===== config.mk =====
export PLATFORM = sky130hd
export DESIGN_NAME = life_grid_generation_step_core
export DESIGN_NICKNAME = d
export VERILOG_FILES = /design/src/rtl/lgs_pkg.sv /design/src/rtl/lgs_row_cell.sv /design/src/rtl/lgs_row_update.sv /design/src/rtl/life_grid_generation_step_core.sv
export SDC_FILE = /design/constraint.sdc
export NUM_CORES = 2
export LEC_CHECK = 0
export BUFFER_PORTS_ARGS = -buffer_cell sky130_fd_sc_hd__clkbuf_2
export CAP_MARGIN = 30
export CORE_AREA = 2 2 431 433
export CTS_CLUSTER_SIZE = 30
export DETAILED_ROUTE_END_ITERATION = 10
export DIE_AREA = 0 0 433 435
export GPL_ROUTABILITY_DRIVEN = 0
export PLACE_DENSITY = 0.75
export SLEW_MARGIN = 25
export SYNTH_ARGS = -nofsm -noshare
export SYNTH_HDL_FRONTEND = slang
export SYNTH_SLANG_ARGS = --single-unit

===== constraint.sdc =====
create_clock -name i_clk -period 7.04 [get_ports i_clk]
set_input_delay 1.408 -clock i_clk [delete_from_list [all_inputs] [get_ports i_clk]]
set_output_delay 1.408 -clock i_clk [all_outputs]
set_load 0.03 [all_outputs]

===== src/rtl/lgs_pkg.sv =====
`default_nettype none
// ----------------------------------------------------------------------------
// lgs_pkg
// Shared constants and types for the life grid generation step core.
// ----------------------------------------------------------------------------
package lgs_pkg;

    localparam int ROWS  = 32;
    localparam int COLS  = 64;

    // Item field widths
    localparam int OP_W  = 2;
    localparam int ROW_W = 5;
    localparam int COL_W = 6;

    // Sweep counter width, one count per row cell
    localparam int CNT_W = (ROWS > 1) ? $clog2(ROWS) : 1;

    localparam logic [OP_W-1:0] OP_WRITE = 2'd0;
    localparam logic [OP_W-1:0] OP_STEP  = 2'd1;
    localparam logic [OP_W-1:0] OP_READ  = 2'd2;

    typedef logic [COLS-1:0] t_row;

endpackage
`default_nettype wire


===== src/rtl/lgs_row_cell.sv =====
`default_nettype none
// ----------------------------------------------------------------------------
// lgs_row_cell
// One row of the grid. Takes the row of its neighbor on every shift cycle.
// ----------------------------------------------------------------------------
module lgs_row_cell
    import lgs_pkg::*;
(
    input  wire       i_clk,
    input  wire       i_rst_n,
    input  wire       i_shift,
    input  wire t_row i_row_in,
    output t_row      o_row
);

    t_row r_row;
    t_row n_row;

    always_comb begin
        n_row = r_row;
        if (i_shift) begin
            n_row = i_row_in;
        end
    end

    always_ff @(posedge i_clk) begin
        if (!i_rst_n) begin
            r_row <= '0;
        end else begin
            r_row <= n_row;
        end
    end

    assign o_row = r_row;

endmodule
`default_nettype wire


===== src/rtl/lgs_row_update.sv =====
`default_nettype none
// ----------------------------------------------------------------------------
// lgs_row_update
// B3/S23 update of one row from the rows above, at and below it.
// ----------------------------------------------------------------------------
module lgs_row_update
    import lgs_pkg::*;
(
    input  wire t_row i_prev,
    input  wire t_row i_cur,
    input  wire t_row i_next,
    output t_row      o_new
);

    // rows padded by one dead cell on each side
    logic [COLS+1:0] w_p;
    logic [COLS+1:0] w_c;
    logic [COLS+1:0] w_n;

    assign w_p = {1'b0, i_prev, 1'b0};
    assign w_c = {1'b0, i_cur,  1'b0};
    assign w_n = {1'b0, i_next, 1'b0};

    always_comb begin
        logic [3:0] cnt;
        o_new = '0;
        for (int c = 0; c < COLS; c++) begin
            cnt = {3'b0, w_p[c]} + {3'b0, w_p[c+1]} + {3'b0, w_p[c+2]}
                + {3'b0, w_c[c]} + {3'b0, w_c[c+2]}
                + {3'b0, w_n[c]} + {3'b0, w_n[c+1]} + {3'b0, w_n[c+2]};
            o_new[c] = (cnt == 4'd3) || (i_cur[c] && (cnt == 4'd2));
        end
    end

endmodule
`default_nettype wire


===== src/rtl/life_grid_generation_step_core.sv =====
`default_nettype none
// ----------------------------------------------------------------------------
// life_grid_generation_step_core
// Game of Life grid (B3/S23) with cell write, cell read and generation step.
// ----------------------------------------------------------------------------
// Usage:
//   Input channel i_in_valid / o_in_stall carries op, row, col, alive.
//   Output channel o_out_valid / i_out_stall carries cell_value; one beat
//   out for every beat in, in order.
//   The grid sits in a ring of ROWS row cells. Every item rotates the ring
//   once; the head of the ring is where a row is read, written or updated
//   from its two neighbors on its way back to the tail.
//   The core takes no new item until the output beat of the last one has
//   been handed to the output register.
//   Reset clears every cell to dead and empties the output register.
//   While the receiver stalls, the output beat holds; a finished item then
//   waits in the core and no new input beat is taken.
// ----------------------------------------------------------------------------
module life_grid_generation_step_core
    import lgs_pkg::*;
(
    input  wire              i_clk,
    input  wire              i_rst_n,
    input  wire              i_in_valid,
    output logic             o_in_stall,
    input  wire  [OP_W-1:0]  i_op,
    input  wire  [ROW_W-1:0] i_row,
    input  wire  [COL_W-1:0] i_col,
    input  wire              i_alive,
    output logic             o_out_valid,
    input  wire              i_out_stall,
    output logic             o_cell_value
);

    localparam logic [1:0] ST_IDLE  = 2'd0;
    localparam logic [1:0] ST_SWEEP = 2'd1;
    localparam logic [1:0] ST_DONE  = 2'd2;

    logic [1:0]       r_state, n_state;
    logic [CNT_W-1:0] r_t, n_t;
    logic [OP_W-1:0]  r_op;
    logic [ROW_W-1:0] r_row;
    logic [COL_W-1:0] r_col;
    logic             r_alive;
    t_row             r_prev, n_prev;
    logic             r_res, n_res;
    logic             r_out_valid, n_out_valid;
    logic             r_out_value, n_out_value;

    t_row w_rows [ROWS];
    t_row w_tail;
    t_row w_next;
    t_row w_new;
    t_row w_written;
    logic w_shift;
    logic w_accept;
    logic w_last;
    logic w_hit_row;
    logic w_col_bit;

    assign w_accept = i_in_valid && !o_in_stall;
    assign w_shift  = (r_state == ST_SWEEP);
    assign w_last   = (r_t == CNT_W'(ROWS - 1));
    assign w_hit_row = (32'(r_t) == 32'(r_row));

    // ring of row cells, head at index 0, tail fed from the head logic
    for (genvar k = 0; k < ROWS; k++) begin : g_cell
        t_row w_in;
        if (k == ROWS - 1) begin : g_tail
            assign w_in = w_tail;
        end else begin : g_link
            assign w_in = w_rows[k+1];
        end
        lgs_row_cell u_cell (
            .i_clk    (i_clk),
            .i_rst_n  (i_rst_n),
            .i_shift  (w_shift),
            .i_row_in (w_in),
            .o_row    (w_rows[k])
        );
    end

    // on the last row, cell 1 already holds the new first row
    assign w_next = w_last ? '0 : w_rows[1];

    lgs_row_update u_update (
        .i_prev (r_prev),
        .i_cur  (w_rows[0]),
        .i_next (w_next),
        .o_new  (w_new)
    );

    always_comb begin
        w_written = w_rows[0];
        w_col_bit = 1'b0;
        for (int c = 0; c < COLS; c++) begin
            if (32'(c) == 32'(r_col)) begin
                w_written[c] = r_alive;
                w_col_bit    = w_rows[0][c];
            end
        end
    end

    always_comb begin
        w_tail = w_rows[0];
        case (r_op)
            OP_STEP:  w_tail = w_new;
            OP_WRITE: if (w_hit_row) begin
                w_tail = w_written;
            end
            default:  w_tail = w_rows[0];
        endcase
    end

    always_comb begin
        n_state     = r_state;
        n_t         = r_t;
        n_prev      = r_prev;
        n_res       = r_res;
        n_out_valid = r_out_valid && i_out_stall;
        n_out_value = r_out_value;
        case (r_state)
            ST_IDLE: begin
                if (w_accept) begin
                    n_state = ST_SWEEP;
                    n_t     = '0;
                    n_prev  = '0;
                    n_res   = 1'b0;
                end
            end
            ST_SWEEP: begin
                n_prev = w_rows[0];
                n_t    = r_t + 1'b1;
                if ((r_op == OP_READ) && w_hit_row) begin
                    n_res = w_col_bit;
                end
                if (w_last) begin
                    n_state = ST_DONE;
                end
            end
            ST_DONE: begin
                if (!r_out_valid || !i_out_stall) begin
                    n_out_valid = 1'b1;
                    n_out_value = r_res;
                    n_state     = ST_IDLE;
                end
            end
            default: n_state = ST_IDLE;
        endcase
    end

    always_ff @(posedge i_clk) begin
        if (!i_rst_n) begin
            r_state     <= ST_IDLE;
            r_t         <= '0;
            r_out_valid <= 1'b0;
        end else begin
            r_state     <= n_state;
            r_t         <= n_t;
            r_out_valid <= n_out_valid;
        end
    end

    always_ff @(posedge i_clk) begin
        r_prev      <= n_prev;
        r_res       <= n_res;
        r_out_value <= n_out_value;
        if (w_accept) begin
            r_op    <= i_op;
            r_row   <= i_row;
            r_col   <= i_col;
            r_alive <= i_alive;
        end
    end

    assign o_in_stall   = (r_state != ST_IDLE);
    assign o_out_valid  = r_out_valid;
    assign o_cell_value = r_out_value;

endmodule
`default_nettype wire

==> summary.txt <==
Outcome
  • Status: finished clean

STA
  • Final setup violating endpoints: 0
  • Max Clock Skew: 0.0343 ns
  • RSZ-0062 raised after global routing: no
  • Final setup TNS: 0 ns
  • Fin. Hold Viols: 0
  • Final WS setup: 2.54 ns
  • FMAX: 0.222 GHz
  • Fin crit share: 63.9%
  • Minimum clock period: 4.50 ns
  • Worst Max-Slew Pin Slew: 1.10 ns
  • Max-slew violation total from the final report: 0
  • Worst rel slew slack: 26.5%

Drt
  • DR pass1 iterations: 6
  • Wirelength per Cell: 15.2 microns
  • Drt total wl: 195000 microns
  • Drt via density: 5.28
  • Number of nets with antenna violations after routing: 0
  • DR iter-0 viols: 5664
  • Vias: 67900
  • DRC Markers: 0

Synth
  • Yosys reg bits: 2136
  • Async set or reset register ratio after synthesis: 0%
  • Syn_nets: 11100
  • Synth Instances: 10700
  • Main synth FF type: dfxtp_1
  • YS warnings: 0
  • Synthesized area per cell: 8.54 sq um
  • Post-synthesis sequential area ratio: 47.7%
  • Post-synthesis cell area: 0.0912 sq mm
  • Synth cell types: 66
  • EDFF count, synth: 80

Global route
  • Largest net degree at the start of global routing: 299
  • Grt total ovfl: 0
  • Gr busiest metal: met2
  • Vias in the first global route: 65500
  • Met1 Resource Use GR: 26.7%
  • First-pass GRT wire length: 325000 microns
  • GR Util met2: 33.5%
  • Met3 Resource Use GR: 2.99%
  • Initial antenna violation count: 8
  • Gr usage total: 20.3%

Power and ir drop
  • Leak Pwr: 33.1 nW
  • Pwr dens: 254 mW/mm^2
  • Maximum vdd drop: 191 uV

Die
  • Die height: 435 microns
  • Die Span X: 433 microns
  • Initial Util: 49.6%
  • Core area: 0.184 sq mm
  • Num rows: 158
  • Ports: 21
  • DIE AREA: 0.188 sq mm

Clock network
  • Worst-Skew Late Latency: 0.85 ns
  • Clk pin slew, worst setup/hold paths: 0.06 ns
  • Post-CTS Setup Repair Bufs: 0
  • Clk root buf: clkbuf_16
  • Num CTS Buffers: 203
  • CTS H-tree lvls: 4
  • Post-CTS Hold Buffers: 0
  • CTS sink cnt: 2136
  • Post-CTS Resized: 0
  • Clk buf depth: 3
  • TritonCTS clock tree: built

Placement
  • Dpl ws: 2.70 ns
  • Placed Area: 0.0923 sq mm
  • IO Port Bufs: 20
  • DP Wirelength: 119000 microns

Finish
  • Design area: 0.0992 sq mm
  • Final nets: 10700
  • Layout area overhead: 8.70%
  • Layout cells sized above 1: 3.94%

Worst setup path
  • CP required: 7.80 ns
  • Critical path fanouts, max: 66
  • Critical Path AT: 5.26 ns
  • Startpoint class of the critical path: flip-flop
  • Critical Path End Type: flip-flop
  • CP Class: reg2reg

Flow run
  • MaxCap Viol Count: 0

Worst hold path
  • Worst min path class: reg2reg
sequential cells by signal, summed over array words and instances (netlist names):
| signal | cells |
|---|---|
| o_cell_value | 1 |
| r_alive | 1 |
| g_cell.u_cell.o_row | 2048 |
| r_col | 6 |
| r_prev | 64 |
| r_t | 5 |
| r_row | 5 |
| r_res | 1 |
| o_out_valid | 1 |
| r_state | 2 |
| r_op | 2 |
synth_stat cells, types with 52 or more instances:
cell type / count / area [sq um]
dfxtp_1: 2056 / 41200
a31oi_1: 64 / 400
a21boi_0: 1987 / 14900
a21oi_1: 54 / 270
inv_1: 431 / 1620
o211ai_1: 52 / 390
fa_1: 253 / 5060
nand2_1: 4007 / 15000
nand2b_1: 76 / 475
ha_1: 191 / 2390
edfxtp_1: 80 / 2400
clkbuf_1: 717 / 2690
nor2_1: 167 / 627
nor3b_1: 63 / 473
o21ai_0: 75 / 375
o22ai_1: 73 / 457
routing by layer:
metal,wire [microns],up-vias
met2,90800,1393
met4,7090,2
met1,87100,32500
li1,-,33500
met5,13,-
met3,9770,445
path summary, 6_finish.rpt:
path | startpoint | to | slack [ns] | cells past startpoint
setup / recovery | r_t[0] | g_cell[31].u_cell.o_row[38] | 2.54 | 13
hold / removal | r_res | o_cell_value | 0.42 | 0
setup reg to reg | r_t[0] | g_cell[31].u_cell.o_row[38] | 2.54 | 13
hold reg to reg | r_res | o_cell_value | 0.42 | 0
through the flow:
| step | instances | hold WS, ns | total power, mW | utilization, % |
|---|---|---|---|---|
| after floorplan | 10700 | 0.400 | 13.9 | - |
| after detailed placement | 12500 | 0.409 | 14.3 | 50.2 |
| after global routing | 12900 | 0.426 | 26.0 | 53.9 |
| after global placement | 12500 | 0.406 | 14.3 | 50.2 |
| after CTS | 12800 | 0.422 | 25.4 | 53.9 |
| final | 12900 | 0.417 | 25.2 | 53.9 |
kinds of logic after synthesis:
kind of cell    after synthesis  synth area share, %
compound gates             2418                 19.5
flops                      2136                 47.7
fa+ha+maj                   444                 8.17
buf+inv                    1188                 4.95
xor+xnor                      5               0.0480
simple gates               4444                 19.1
mux                          49                0.553
final cells by class:
cell class	instances	area, sq um
fill	16600	84900
sequential	2136	43600
multi-input combinational	7360	43200
clock buffer	314	6080
tap	2480	3100
inverter	431	1620
timing repair buffer	70	856
clock inverter	58	761
antenna	4	10.0
power breakdown:
| group | total (mW) | leakage, nW | internal [mW] | switching [mW] |
|---|---|---|---|---|
| Clock | 11.1 | 3.37 | 6.42 | 4.67 |
| Combinational | 1.73 | 12.3 | 0.521 | 1.21 |
| Sequential | 12.3 | 17.4 | 12.2 | 0.0878 |
| Total | 25.2 | 33.1 | 19.2 | 5.96 |
cell usage in the layout, fill, tap and decap left out, drive strengths merged, types with 5 or more instances in the layout:
master,instances
nor2,174
clkbuf,333
nand2,4011
bufinv,13
a311o,8
inv,441
ha,191
mux2i,47
dfxtp,2056
nor3b,63
o31ai,45
o21ai,80
fa,253
a21boi,1987
buf,51
o211ai,53
a2111oi,23
clkinv,34
or3,5
o211a,9
nand3,12
o22ai,73
nor2b,47
nand2b,77
a31oi,64
edfxtp,80
a21oi,54
nor3,42
critical path, stage by stage (launching register included):
cell and delay [ns]:
dfxtp_1 0.45, ha_1 0.23, and3_1 0.17, ha_2 0.16, buf_4 0.61, nand2b_1 0.35
fa_1 0.50, fa_1 0.46, fa_1 0.41, a2111oi_0 0.50, a21oi_1 0.09, nor3b_1 0.20
o22ai_1 0.10, a31oi_1 0.18
Power figures use the tool's default switching activity.
